File: config.mk
export PLATFORM = sky130hd
export DESIGN_NAME = temperature_band_alarm_with_history
export DESIGN_NICKNAME = d
export VERILOG_FILES = /design/src/hdl/tba_pkg.sv /design/src/hdl/temperature_band_alarm_with_history.sv /design/src/hdl/tba_classify.sv /design/src/hdl/tba_history.sv
export SDC_FILE = /design/constraint.sdc
export NUM_CORES = 1
export LEC_CHECK = 0
export ABC_AREA = 1
export BUFFER_PORTS_ARGS = -buffer_cell sky130_fd_sc_hd__clkbuf_2
export CAP_MARGIN = 10
export CORE_MARGIN = 4
export CORE_UTILIZATION = 35
export CTS_CLUSTER_DIAMETER = 40
export CTS_CLUSTER_SIZE = 20
export DETAILED_ROUTE_END_ITERATION = 10
export SYNTH_ARGS = -nofsm -noshare
export SYNTH_HDL_FRONTEND = slang
export SYNTH_SLANG_ARGS = --single-unit
File: constraint.sdc
create_clock -name clock -period 11.55 [get_ports clock]
set_input_delay 0.5775 -clock clock [delete_from_list [all_inputs] [get_ports clock]]
set_output_delay 0.5775 -clock clock [all_outputs]
set_load 0.01 [all_outputs]
File: src/hdl/tba_pkg.sv
// ---------------------------------------------------------------------------
// tba_pkg
// Shared types and constants of the temperature band alarm.
// ---------------------------------------------------------------------------
package tba_pkg;

   localparam int SAMPLE_W     = 12;
   localparam int POS_W        = 6;
   localparam int THR_W        = 7;
   localparam int TENTHS_W     = 11;
   localparam int HIST_COUNT_W = 6;
   localparam int CSR_INDEX_W  = 2;
   localparam int REQ_DATA_W   = 24;
   localparam int RSP_DATA_W   = 32;

   // sample*110 compared against threshold*4096
   localparam int SCALE_W      = SAMPLE_W + THR_W;
   localparam int DEG_SCALE    = 110;
   // sample*1100 >> 12 gives tenths of a degree
   localparam int TENTHS_PROD_W = 23;
   localparam int TENTHS_MUL    = 1100;
   localparam int TENTHS_SHIFT  = 12;

   localparam logic REQ_TICK = 1'b0;
   localparam logic REQ_READ = 1'b1;

   localparam logic [CSR_INDEX_W-1:0] CSR_WARNING  = 2'd0;
   localparam logic [CSR_INDEX_W-1:0] CSR_HIGH     = 2'd1;
   localparam logic [CSR_INDEX_W-1:0] CSR_CRITICAL = 2'd2;
   localparam logic [CSR_INDEX_W-1:0] CSR_LEVEL    = 2'd3;

   localparam logic [THR_W-1:0] WARNING_RESET  = 7'd30;
   localparam logic [THR_W-1:0] HIGH_RESET     = 7'd50;
   localparam logic [THR_W-1:0] CRITICAL_RESET = 7'd80;
   localparam logic [THR_W-1:0] LEVEL_RESET    = 7'd100;

   localparam logic [1:0] BAND_NORMAL   = 2'd0;
   localparam logic [1:0] BAND_WARNING  = 2'd1;
   localparam logic [1:0] BAND_HIGH     = 2'd2;
   localparam logic [1:0] BAND_CRITICAL = 2'd3;

   localparam logic [1:0] CMD_NONE = 2'd0;
   localparam logic [1:0] CMD_ON   = 2'd1;
   localparam logic [1:0] CMD_OFF  = 2'd2;

   localparam logic [1:0] MOTOR_NONE  = 2'd0;
   localparam logic [1:0] MOTOR_OPEN  = 2'd1;
   localparam logic [1:0] MOTOR_CLOSE = 2'd2;

   typedef struct packed {
      logic [THR_W-1:0] warning_threshold;
      logic [THR_W-1:0] high_threshold;
      logic [THR_W-1:0] critical_threshold;
   } cfg_type;

   typedef struct packed {
      logic [1:0]          band;
      logic                alarm_raised;
      logic                alarm_cleared;
      logic [1:0]          cooler_cmd;
      logic [1:0]          buzzer_cmd;
      logic                buzzer_level_write;
      logic [1:0]          motor_cmd;
      logic [TENTHS_W-1:0] temp_tenths;
   } class_type;

   typedef struct packed {
      logic                    entry_valid;
      logic [HIST_COUNT_W-1:0] history_count;
   } hist_status_type;

endpackage

File: src/hdl/temperature_band_alarm_with_history.sv
// ---------------------------------------------------------------------------
// temperature_band_alarm_with_history
// Classifies converter samples into temperature bands, drives alarm and
// actuator commands, and keeps a ring of recent temperatures.
//
// Channels: req_ takes one item per handshake, either a sample tick or a
// history read (req_tuser). rsp_ gives exactly one result per item, in
// order. csr_ writes the three thresholds and the buzzer level; it is
// always ready and must only be used while no item is in flight.
// An accepted item passes the input register, then the result register,
// where its result stays valid until taken. Throughput: one item per
// cycle while rsp_tready is high, set by the single-pass logic between the
// two registers and the one write or one registered read of the history
// memory per item.
// Stall: while rsp_tready is low the result register holds, the input
// register fills, and req_tready drops once both are full.
// Reset: thresholds return to 30/50/80 degrees, buzzer level to 100, the
// alarm latch clears and the history ring becomes empty. Memory contents
// are not cleared; entries are only returned after they are written.
// ---------------------------------------------------------------------------
module temperature_band_alarm_with_history #(
   parameter int HISTORY_DEPTH = 60
) (
   input  logic                               clock,
   input  logic                               reset,
   input  logic                               req_tvalid,
   output logic                               req_tready,
   // [11:0] adc_sample, [17:12] read_position, [23:18] zero
   input  logic [tba_pkg::REQ_DATA_W-1:0]     req_tdata,
   // [0] req_type
   input  logic                               req_tuser,
   output logic                               rsp_tvalid,
   input  logic                               rsp_tready,
   // [1:0] band, [2] alarm_raised, [3] alarm_cleared, [5:4] cooler_cmd,
   // [7:6] buzzer_cmd, [8] buzzer_level_write, [10:9] motor_cmd,
   // [21:11] temp_tenths, [22] entry_valid, [28:23] history_count, [31:29] zero
   output logic [tba_pkg::RSP_DATA_W-1:0]     rsp_tdata,
   input  logic                               csr_valid,
   output logic                               csr_ready,
   input  logic [tba_pkg::CSR_INDEX_W-1:0]    csr_index,
   input  logic [tba_pkg::THR_W-1:0]          csr_data
);
   import tba_pkg::*;

   cfg_type              cfg_ff;
   logic [THR_W-1:0]     level_ff;
   logic                 latch_ff, latch_in;

   logic                 s1_valid_ff;
   logic                 s1_type_ff;
   logic [SAMPLE_W-1:0]  s1_sample_ff;
   logic [POS_W-1:0]     s1_pos_ff;
   logic                 s1_adv;
   logic                 s1_tick;

   logic                 s2_valid_ff;
   class_type            s2_class_ff;
   hist_status_type      s2_status_ff;
   logic                 s2_read_ff;

   class_type            class_in;
   hist_status_type      status_in;
   logic [TENTHS_W-1:0]  rd_data;
   logic [TENTHS_W-1:0]  out_tenths;

   assign csr_ready = 1'b1;

   assign s1_tick    = (s1_type_ff == REQ_TICK);
   assign s1_adv     = s1_valid_ff && (!s2_valid_ff || rsp_tready);
   assign req_tready = !s1_valid_ff || s1_adv;

   always_ff @(posedge clock) begin
      if (reset) begin
         cfg_ff.warning_threshold  <= WARNING_RESET;
         cfg_ff.high_threshold     <= HIGH_RESET;
         cfg_ff.critical_threshold <= CRITICAL_RESET;
         level_ff                  <= LEVEL_RESET;
      end else if (csr_valid && csr_ready) begin
         unique case (csr_index)
            CSR_WARNING:  cfg_ff.warning_threshold  <= csr_data;
            CSR_HIGH:     cfg_ff.high_threshold     <= csr_data;
            CSR_CRITICAL: cfg_ff.critical_threshold <= csr_data;
            CSR_LEVEL:    level_ff                  <= csr_data;
            default: ;
         endcase
      end
   end

   // input register
   always_ff @(posedge clock) begin
      if (reset) begin
         s1_valid_ff <= 1'b0;
      end else if (req_tready) begin
         s1_valid_ff <= req_tvalid;
      end
   end

   always_ff @(posedge clock) begin
      if (req_tvalid && req_tready) begin
         s1_type_ff   <= req_tuser;
         s1_sample_ff <= req_tdata[SAMPLE_W-1:0];
         s1_pos_ff    <= req_tdata[SAMPLE_W +: POS_W];
      end
   end

   tba_classify u_classify (
      .op_tick    (s1_tick),
      .adc_sample (s1_sample_ff),
      .cfg        (cfg_ff),
      .latch      (latch_ff),
      .result     (class_in),
      .latch_in   (latch_in)
   );

   tba_history #(
      .HISTORY_DEPTH (HISTORY_DEPTH)
   ) u_history (
      .clock       (clock),
      .reset       (reset),
      .op_en       (s1_adv),
      .op_tick     (s1_tick),
      .wr_tenths   (class_in.temp_tenths),
      .rd_position (s1_pos_ff),
      .status      (status_in),
      .rd_data     (rd_data)
   );

   always_ff @(posedge clock) begin
      if (reset) begin
         latch_ff <= 1'b0;
      end else if (s1_adv) begin
         latch_ff <= latch_in;
      end
   end

   // result register
   always_ff @(posedge clock) begin
      if (reset) begin
         s2_valid_ff <= 1'b0;
      end else if (!s2_valid_ff || rsp_tready) begin
         s2_valid_ff <= s1_valid_ff;
      end
   end

   always_ff @(posedge clock) begin
      if (s1_adv) begin
         s2_class_ff  <= class_in;
         s2_status_ff <= status_in;
         s2_read_ff   <= ~s1_tick;
      end
   end

   // reads take the stored entry, or zero past the stored count
   assign out_tenths = s2_read_ff ? (s2_status_ff.entry_valid ? rd_data : '0)
                                  : s2_class_ff.temp_tenths;

   assign rsp_tvalid = s2_valid_ff;
   assign rsp_tdata  = {3'b000,
                        s2_status_ff.history_count,
                        s2_status_ff.entry_valid,
                        out_tenths,
                        s2_class_ff.motor_cmd,
                        s2_class_ff.buzzer_level_write,
                        s2_class_ff.buzzer_cmd,
                        s2_class_ff.cooler_cmd,
                        s2_class_ff.alarm_cleared,
                        s2_class_ff.alarm_raised,
                        s2_class_ff.band};

endmodule

File: src/hdl/tba_classify.sv
// ---------------------------------------------------------------------------
// tba_classify
// Band decision, alarm latch update and actuator commands for one sample.
// ---------------------------------------------------------------------------
module tba_classify (
   input  logic                           op_tick,
   input  logic [tba_pkg::SAMPLE_W-1:0]   adc_sample,
   input  tba_pkg::cfg_type               cfg,
   input  logic                           latch,
   output tba_pkg::class_type             result,
   output logic                           latch_in
);
   import tba_pkg::*;

   logic [SCALE_W-1:0]       scaled;
   logic [TENTHS_PROD_W-1:0] tenths_prod;
   logic                     above_warning;
   logic                     above_high;
   logic                     above_critical;

   assign scaled      = SCALE_W'(adc_sample) * SCALE_W'(DEG_SCALE);
   assign tenths_prod = TENTHS_PROD_W'(adc_sample) * TENTHS_PROD_W'(TENTHS_MUL);

   assign above_warning  = scaled > {cfg.warning_threshold, {SAMPLE_W{1'b0}}};
   assign above_high     = scaled > {cfg.high_threshold, {SAMPLE_W{1'b0}}};
   assign above_critical = scaled > {cfg.critical_threshold, {SAMPLE_W{1'b0}}};

   always_comb begin
      result   = '0;
      latch_in = latch;
      if (op_tick) begin
         result.temp_tenths = TENTHS_W'(tenths_prod >> TENTHS_SHIFT);
         priority if (above_critical) begin
            result.band               = BAND_CRITICAL;
            result.alarm_raised       = ~latch;
            result.cooler_cmd         = CMD_ON;
            result.buzzer_cmd         = CMD_ON;
            result.buzzer_level_write = 1'b1;
            result.motor_cmd          = MOTOR_CLOSE;
            latch_in                  = 1'b1;
         end else if (above_high) begin
            result.band         = BAND_HIGH;
            result.alarm_raised = ~latch;
            result.cooler_cmd   = CMD_ON;
            result.buzzer_cmd   = CMD_ON;
            result.motor_cmd    = MOTOR_OPEN;
            latch_in            = 1'b1;
         end else if (above_warning) begin
            result.band       = BAND_WARNING;
            result.cooler_cmd = CMD_ON;
            result.buzzer_cmd = CMD_OFF;
         end else begin
            result.band = BAND_NORMAL;
            // clear a raised alarm: shut cooler and buzzer off
            if (latch) begin
               result.alarm_cleared = 1'b1;
               result.cooler_cmd    = CMD_OFF;
               result.buzzer_cmd    = CMD_OFF;
               latch_in             = 1'b0;
            end
         end
      end
   end

endmodule

File: src/hdl/tba_history.sv
// ---------------------------------------------------------------------------
// tba_history
// Ring of converted temperatures: write on ticks, registered read by
// position from the oldest entry.
// ---------------------------------------------------------------------------
module tba_history #(
   parameter int HISTORY_DEPTH = 60
) (
   input  logic                           clock,
   input  logic                           reset,
   input  logic                           op_en,
   input  logic                           op_tick,
   input  logic [tba_pkg::TENTHS_W-1:0]   wr_tenths,
   input  logic [tba_pkg::POS_W-1:0]      rd_position,
   output tba_pkg::hist_status_type       status,
   output logic [tba_pkg::TENTHS_W-1:0]   rd_data
);
   import tba_pkg::*;

   localparam int PTR_W = $clog2(HISTORY_DEPTH);
   localparam int CNT_W = $clog2(HISTORY_DEPTH + 1);
   localparam int SUM_W = POS_W + 1;

   logic [TENTHS_W-1:0] mem [HISTORY_DEPTH];
   logic [TENTHS_W-1:0] rd_data_ff;
   logic [PTR_W-1:0]    write_pos_ff, write_pos_in;
   logic [PTR_W-1:0]    oldest_pos_ff, oldest_pos_in;
   logic [CNT_W-1:0]    count_ff, count_in;
   logic                not_full;
   logic [SUM_W-1:0]    addr_sum;
   logic [SUM_W-1:0]    addr_wrap;
   logic [PTR_W-1:0]    rd_addr;

   assign not_full = count_ff < CNT_W'(HISTORY_DEPTH);

   // position is below the count on any read that matters, so one subtract wraps it
   assign addr_sum  = SUM_W'(oldest_pos_ff) + SUM_W'(rd_position);
   assign addr_wrap = (addr_sum >= SUM_W'(HISTORY_DEPTH)) ?
                      addr_sum - SUM_W'(HISTORY_DEPTH) : addr_sum;
   assign rd_addr   = PTR_W'(addr_wrap);

   always_comb begin
      write_pos_in  = write_pos_ff;
      oldest_pos_in = oldest_pos_ff;
      count_in      = count_ff;
      if (op_tick) begin
         write_pos_in = (write_pos_ff == PTR_W'(HISTORY_DEPTH - 1)) ?
                        '0 : write_pos_ff + PTR_W'(1);
         if (not_full) begin
            count_in = count_ff + CNT_W'(1);
         end else begin
            oldest_pos_in = (oldest_pos_ff == PTR_W'(HISTORY_DEPTH - 1)) ?
                            '0 : oldest_pos_ff + PTR_W'(1);
         end
      end
   end

   assign status.entry_valid   = ~op_tick && (SUM_W'(rd_position) < SUM_W'(count_ff));
   assign status.history_count = HIST_COUNT_W'(count_in);

   always_ff @(posedge clock) begin
      if (reset) begin
         write_pos_ff  <= '0;
         oldest_pos_ff <= '0;
         count_ff      <= '0;
      end else if (op_en) begin
         write_pos_ff  <= write_pos_in;
         oldest_pos_ff <= oldest_pos_in;
         count_ff      <= count_in;
      end
   end

   always_ff @(posedge clock) begin
      if (op_en && op_tick) begin
         mem[write_pos_ff] <= wr_tenths;
      end
   end

   // hold read data while the result waits downstream
   always_ff @(posedge clock) begin
      if (op_en && !op_tick) begin
         rd_data_ff <= mem[rd_addr];
      end
   end

   assign rd_data = rd_data_ff;

endmodule
==> flow_summary_export.csv, run 1 <==
group,metric,value,unit
global_routing,met1_usage,23.71,%
layout,layout.nets,3153,
place,port_buffers,63,
worst_setup_path,path_class,"reg2reg",
sta,fin_worst_skew,0.04403,ns
pwr,p_leak,14.23,nW
yosys,synthTopCellsByArea,"edfxtp_1, nand2_1, a32o_1",
drt,avgViaCountPerCell,5.243,
clock_tree,post_cts_buffers,0,
clock_tree,cts_root_buffer,"clkbuf_16",
layout,instances_no_fill,4321,
sta,setup_viol,0,
pwr,clkPwrFrac,41.3,%
pwr,switching_power,2.139,mW
clock_tree,insertion_delay,0.68,ns
worst_setup_path,crit_fanout,7,
layout,fin_area,0.03946,mm²
clock_tree,htreeDepth,3,
pwr,p_total,7.746,mW
yosys,synth_flop_cell,"edfxtp_1",
drt,drt-pass1-iter-count,6,
sta,finalHoldViolCount,0,
pwr,power_density,196.3,mW/mm²
yosys,synth_top_cell_by_area,"edfxtp_1",
drt,wirelength,86220,µm
floorplanning,coreArea,0.09699,mm²
global_routing,grt_overflow,0,
worst_setup_path,start_kind,"register",
layout,final_util,40.68,%
yosys,synth_cell_types,45,
sta,drv_slew,0,
worst_setup_path,critPathCaptureType,"register",
sta,holdWs,0.1083,ns
floorplanning,start_util,35.39,%
clock_tree,tritoncts,"yes",
drt,drtIter0Drc,2174,
pwr,ir_drop,0.1275,mV
worst_setup_path,required,11.93,ns
place,place_inst,4131,
place,dp_slack,5.981,ns
pwr,p_int,5.607,mW
sta,fin_crit,5.594,ns
layout,drive_above_1_share,9.859,%
floorplanning,die_h,321.2,µm
floorplanning,ios,74,
clock_tree,numCtsBuffers,100,
global_routing,use_met2,25.30,%
sta,setup_slack,5.956,ns
sta,worst_pin_slew,1.262,ns
floorplanning,die_w,321.2,µm
min_path,worstHoldPathType,"in2reg",
layout,synthToLayoutAreaGrowth,14.96,%
sta,rsz0062_at_grt,"no",
yosys,avgSynthCellArea,11.76,µm²
drt,drcViolationCount,0,
clock_tree,clock-sinks,759,
layout,fillerInstances,9085,
clock_tree,hold_buffers,0,
global_routing,antenna_found_initial,2,
clock_tree,path_clk_slew,0.05,ns
sta,fin_crit_sh,48.43,%
drt,num_vias,22660,
pwr,switching_share,27.62,%
clock_tree,clk_path_buf_depth,3,
run,maxCapViolCount,0,
yosys,ys_ff_latch,759,
place,gp_congestion,0.8777,
worst_setup_path,arrival,5.97,ns
yosys,synth_enable_flop_cells,717,
worst_setup_path,crit_top_cell,"nand2_1",
global_routing,first_global_vias,21650,
floorplanning,fp.dieArea,0.1031,mm²
yosys,mappedNetlistArea,0.03433,mm²
drt,routedWlPerCell,19.95,µm
sta,tns,0,ns
place,dp_hpwl,50150,µm
clock_tree,cts_resized,0,
worst_setup_path,slowest_delay,0.60,ns
global_routing,gr-usage-all-layers,16.49,%
pwr,combPwrFrac,16.4,%
drt,ant_nets,0,
global_routing,busiest_layer,"met2",
global_routing,grt_max_degree,170,
yosys,ys_warn_count,0,
yosys,synthArstFlopShare,0,%
yosys,yosysTopAreaCellShare,62.73,%
global_routing,use_met3,3.196,%
worst_setup_path,slowest_stage,"edfxtp_1",
place,placed_area,0.03595,mm²
sta,slew_headroom,15.47,%
pwr,seqPwrFrac,42.3,%
run_status,run_status,"completed",
yosys,yosysSeqAreaShare,65.17,%
global_routing,grt_first_pass_wirelength,131000,µm
sta,max_freq,178.8,MHz
floorplanning,rows,114,
yosys,syn-instance-count,2919,
placed cells by master, fill, tap and decap left out, types with 4 or more instances in the layout:
cell type,n
nor2_1,142
inv_6,6
fa_1,38
a32o_1,154
o22ai_1,11
bufinv_16,15
xor2_1,16
clkbuf_2,63
clkinvlp_4,10
nor4_1,4
clkbuf_1,11
o21a_1,4
clkinv_2,21
nand2_2,6
nand3_1,260
ha_1,118
o211ai_1,11
xnor2_1,7
conb_1,4
nor2_4,6
nor3_1,13
o21ai_0,74
edfxtp_1,717
a211oi_1,4
buf_4,39
a21oi_4,4
clkinv_4,5
nand2_1,693
a21oi_1,217
clkinv_1,13
dfxtp_1,42
nand4_1,8
inv_1,167
clkbuf_16,102
worst max-delay path: cells and delay by family, from the launching register on:
family,cells,cell delay [ns]
xor gates and xnor gates,1,0.34
DFF,1,0.60
adders and majority gates,5,1.83
AOI/OAI and AO/OA,5,1.10
and+or+nand+nor,10,1.16
buffers and inverters,5,0.30
power by group through the flow:
stage	sequential (mW)	clock [mW]	combinational [mW]
2_1_floorplan	3.34	0	0.831
3_3_place_gp	3.33	0	1.26
3_5_place_dp	3.33	0	1.27
4_1_cts	3.28	3.24	1.28
5_1_grt	3.28	3.37	1.43
6_report	3.28	3.20	1.27
cell usage after synthesis, types with 3 or more instances:
| cell type | instances |
|---|---|
| buf_4 | 25 |
| dfxtp_1 | 42 |
| nand4_1 | 8 |
| edfxtp_1 | 717 |
| ha_1 | 119 |
| nor3_1 | 13 |
| nand3_1 | 260 |
| o21a_1 | 4 |
| o211ai_1 | 11 |
| nand2_2 | 6 |
| o22ai_1 | 11 |
| nor2_1 | 148 |
| xnor2_1 | 7 |
| buf_2 | 18 |
| or2_2 | 3 |
| xor2_1 | 17 |
| a32o_1 | 154 |
| inv_1 | 168 |
| nand2_1 | 693 |
| a21oi_1 | 221 |
| o21ai_0 | 74 |
| clkbuf_1 | 119 |
| nor4_1 | 4 |
| buf_1 | 7 |
| a211oi_1 | 4 |
| fa_1 | 38 |
sequential cells by signal, indices dropped and copies added (netlist names), 6 cells and up:
name,flops
cfg_ff,21
rsp_tdata,15
s1_pos_ff,6
s1_sample_ff,12
s2_class_ff,11
u_history.count_ff,6
u_history.mem,660
u_history.oldest_pos_ff,6
u_history.rd_data,11
u_history.write_pos_ff,6
routing by layer:
metal / wire length (µm) / share of wire [%]
met1: 39150 / 45
met2: 38390 / 45
met3: 6246 / 7.2
met4: 2423 / 2.8
met5: 0 / 0
area by class of cell:
type / instances / area, µm² / share of cell area [%]
Inverter: 170 / 653.1 / 1.655
Timing Repair Buffer: 103 / 628.1 / 1.592
Clock inverter: 75 / 909.6 / 2.305
Tap cell: 1276 / 1597 / 4.046
Clock buffer: 113 / 2594 / 6.573
Multi-Input combinational cell: 1823 / 10700 / 27.12
Sequential cell: 759 / 22370 / 56.69
Antenna cell: 2 / 5.005 / 0.01268
worst paths after layout:
check	start	to	slack [ns]	depth (start not counted)
hold / removal	req_tdata[17]	s1_pos_ff[5]	0.11	1
hold reg to reg	cfg_ff[3]	cfg_ff[3]	0.46	2
setup reg to reg	s1_sample_ff[5]	rsp_tdata[4]	5.96	26
setup / recovery	s1_sample_ff[5]	rsp_tdata[4]	5.96	26
kinds of logic (layout without fill, tap and decap cells):
group	count (synthesis)	after routing	share of synthesized area [%]
AOI/OAI and AO/OA	495	495	9.776
adders and majority gates	157	157	6.554
DFF	759	759	65.17
xor gates and xnor gates	26	26	0.7072
other	2	6	0.02188
buffers and inverters	339	461	4.046
and+or+nand+nor	1141	1141	13.72
(Power assumes the default switching activity.)
==> run 2: changes to the inputs <==
Settings changed: ABC_AREA 1 to 0.
Clock period 11.55 ns to 5.9 ns, I/O delays scaled along.
==> run 2 against run 1 <==
Compared with the run above:
- largest cell class unchanged
- worst setup slack lost 5.6 ns
- critical path depth decreased by 3
- clock skew fell by 0.0033 ns
- register-to-register slack worse by 5.6 ns
==> flow_summary_export.csv, run 2 <==
group,metric,value,unit
floorplanning,die_w,316.4,µm
sta,tns,0,ns
floorplanning,die_h,316.4,µm
drt,drcViolationCount,0,
place,port_buffers,63,
clock_tree,htreeDepth,3,
layout,drive_above_1_share,25.13,%
sta,fin_crit,5.532,ns
worst_setup_path,start_kind,"register",
layout,layout.nets,2287,
sta,setup_slack,0.3682,ns
yosys,synth_top_cell_by_area,"edfxtp_1",
place,gp_congestion,0.8425,
clock_tree,numCtsBuffers,100,
layout,instances_no_fill,3431,
pwr,ir_drop,0.2451,mV
global_routing,grt_overflow,0,
drt,ant_nets,0,
drt,routedWlPerCell,21.53,µm
yosys,synth_flop_cell,"edfxtp_1",
yosys,yosysMostFrequentCell,"edfxtp_1",
yosys,mappedNetlistArea,0.03330,mm²
yosys,synthArstFlopShare,0,%
worst_setup_path,critPathCaptureType,"register",
drt,avgViaCountPerCell,5.074,
yosys,synthTopCellsByArea,"edfxtp_1, mux4_2, ha_1",
worst_setup_path,arrival,5.91,ns
worst_setup_path,path_class,"reg2reg",
place,placed_area,0.03549,mm²
layout,multi_input_area,0.01021,mm²
layout,fin_area,0.03933,mm²
yosys,ys_ff_latch,759,
layout,fillerInstances,8216,
clock_tree,path_clk_slew,0.06,ns
layout,regMostFlops,"u_history.mem",
clock_tree,cts_root_buffer,"clkbuf_16",
run_status,run_status,"completed",
yosys,syn-instance-count,1905,
floorplanning,ios,74,
yosys,ys_warn_count,0,
layout,final_common_cell,"edfxtp_1",
clock_tree,insertion_delay,0.66,ns
layout,final_cell_mix,"edfxtp_1, mux4_2, nor2_1, ha_1, inv_1",
global_routing,antenna_found_initial,0,
worst_setup_path,crit_fanout,6,
floorplanning,coreArea,0.09389,mm²
drt,drt-pass1-iter-count,5,
drt,wirelength,73870,µm
clock_tree,clock-sinks,759,
yosys,ys_top_cells_by_count,"edfxtp_1, mux4_2, nor2_1, ha_1",
worst_setup_path,required,6.28,ns
pwr,power_density,378.7,mW/mm²
global_routing,first_global_vias,18230,
global_routing,grt_first_pass_wirelength,112500,µm
clock_tree,clk_path_buf_depth,3,
worst_setup_path,critical_path.cell_chain,"buf_4 > fa_1 > ha_1 > inv_1 > fa_1 > inv_1 > ha_1 > inv_1 > o21ai_0 > a31oi_1 > o21ai_0 > nor2_1 > xnor2_1 > ha_1 > nor2b_1 > o21a_1 > o21a_1 > o21a_1 > o21a_1 > o21a_1 > o22ai_1 > and2_2 > a21oi_1",
sta,max_freq,180.8,MHz
layout,antenna_cells,0,
layout,seq_area,0.02237,mm²
yosys,avgSynthCellArea,17.48,µm²
layout,synthToLayoutAreaGrowth,18.13,%
sta,worst_pin_slew,1.266,ns
pwr,p_leak,13.63,nW
worst_setup_path,crit_top_cell,"o21a_1",
worst_setup_path,slowest_stage,"fa_1",
global_routing,grt_max_degree,87,
sta,setup_viol,0,
run,maxCapViolCount,0,
yosys,synth_cell_types,67,
global_routing,gr-usage-all-layers,14.89,%
layout,largest_reg_flops,660,
layout,final_util,41.89,%
sta,fin_crit_sh,93.76,%
worst_setup_path,slowest_delay,0.47,ns
floorplanning,rows,112,
sta,slew_headroom,15.31,%
place,dp_slack,0.1728,ns
place,dp_hpwl,46360,µm
yosys,yosysSeqAreaShare,67.19,%
drt,drtIter0Drc,1593,
sta,drv_slew,0,
drt,num_vias,17410,
sta,finalHoldViolCount,0,
clock_tree,tritoncts,"yes",
yosys,synth_enable_flop_cells,717,
min_path,worstHoldPathType,"in2reg",
floorplanning,fp.dieArea,0.1001,mm²
floorplanning,start_util,35.46,%
place,place_inst,3203,
sta,fin_worst_skew,0.04071,ns
yosys,yosysTopAreaCellShare,64.66,%
-- run 2: changes by cell type after synthesis, moves of 43 or more --
cell	before	now
a21oi_1	221	34
a32o_1	154	0
clkbuf_1	119	57
inv_1	168	103
mux2i_1	0	103
mux4_2	0	165
nand2_1	693	60
nand3_1	260	14
o21ai_0	74	31
-- run 2: logic make-up after synthesis --
| group | after synthesis | share of synthesized area [%] |
|---|---|---|
| multiplexers | 292 | 15.07 |
| adder cells (fa/ha/maj) | 157 | 6.757 |
| AND/OR/NAND/NOR | 305 | 4.243 |
| AO/OA/AOI/OAI | 159 | 3.243 |
| flip-flops | 759 | 67.19 |
| XOR/XNOR | 35 | 0.9207 |
| buffers and inverters | 196 | 2.555 |
| other | 2 | 0.02256 |
-- run 2: final cells by class --
type,instances,area share [%]
timing repair buffer,174,3.407
inverter,104,0.9925
sequential,759,56.88
tap,1254,3.989
multi-input combinational,952,25.96
clock inverter,85,2.329
clock buffer,103,6.445
-- run 2: power breakdown --
part	total (mW)	switching [mW]	internal (mW)
Clock	6.05	2.53	3.52
Combinational	2.43	1.52	0.912
Sequential	6.42	0.0294	6.39
Total	14.9	4.07	10.8
-- run 2: timing repair --
item                                    CTS  global route
gates resized for setup                   0             3
buffers inserted                          0             7
hold buffers                             29             0
endpoints found under the setup margin    0             7
hold endpoints to repair                 42             0
-- run 2: final timing paths --
check	slack (ns)	end	depth (start not counted)	startpoint
setup / recovery	0.37	rsp_tdata[4]	23	s1_sample_ff[4]
setup reg to reg	0.37	rsp_tdata[4]	23	s1_sample_ff[4]
hold reg to reg	0.50	cfg_ff[9]	2	cfg_ff[9]
hold / removal	0.20	cfg_ff[18]	5	csr_index[1]
-- run 2: layer usage --
metal | GRT usage, % | part of all wire [%] | up-vias
met2 | 24.24 | 48 | 473
met3 | 2.843 | 5.8 | 98
met5 | 0 | 0 | -
met1 | 20.37 | 43 | 9026
met4 | 4.662 | 2.3 | 0
li1 | - | - | 7812
-- run 2: stage by stage --
| step | power [mW] | hold slack [ns] |
|---|---|---|
| after floorplan | 8.131 | 0.3939 |
| after global placement | 8.866 | 0.4754 |
| after detailed placement | 8.953 | 0.4737 |
| after CTS | 15.05 | 0.1525 |
| after global routing | 15.59 | 0.2217 |
| final | 14.90 | 0.2010 |
-- run 2: worst max-delay path, delay by kind of cell, from the launching register on --
| kind | cells | cell delay [ns] |
|---|---|---|
| fa+ha+maj | 5 | 1.88 |
| xor+xnor | 1 | 0.29 |
| simple gates | 3 | 0.49 |
| buf+inv | 4 | 0.31 |
| flops | 1 | 0.46 |
| compound gates | 10 | 1.83 |
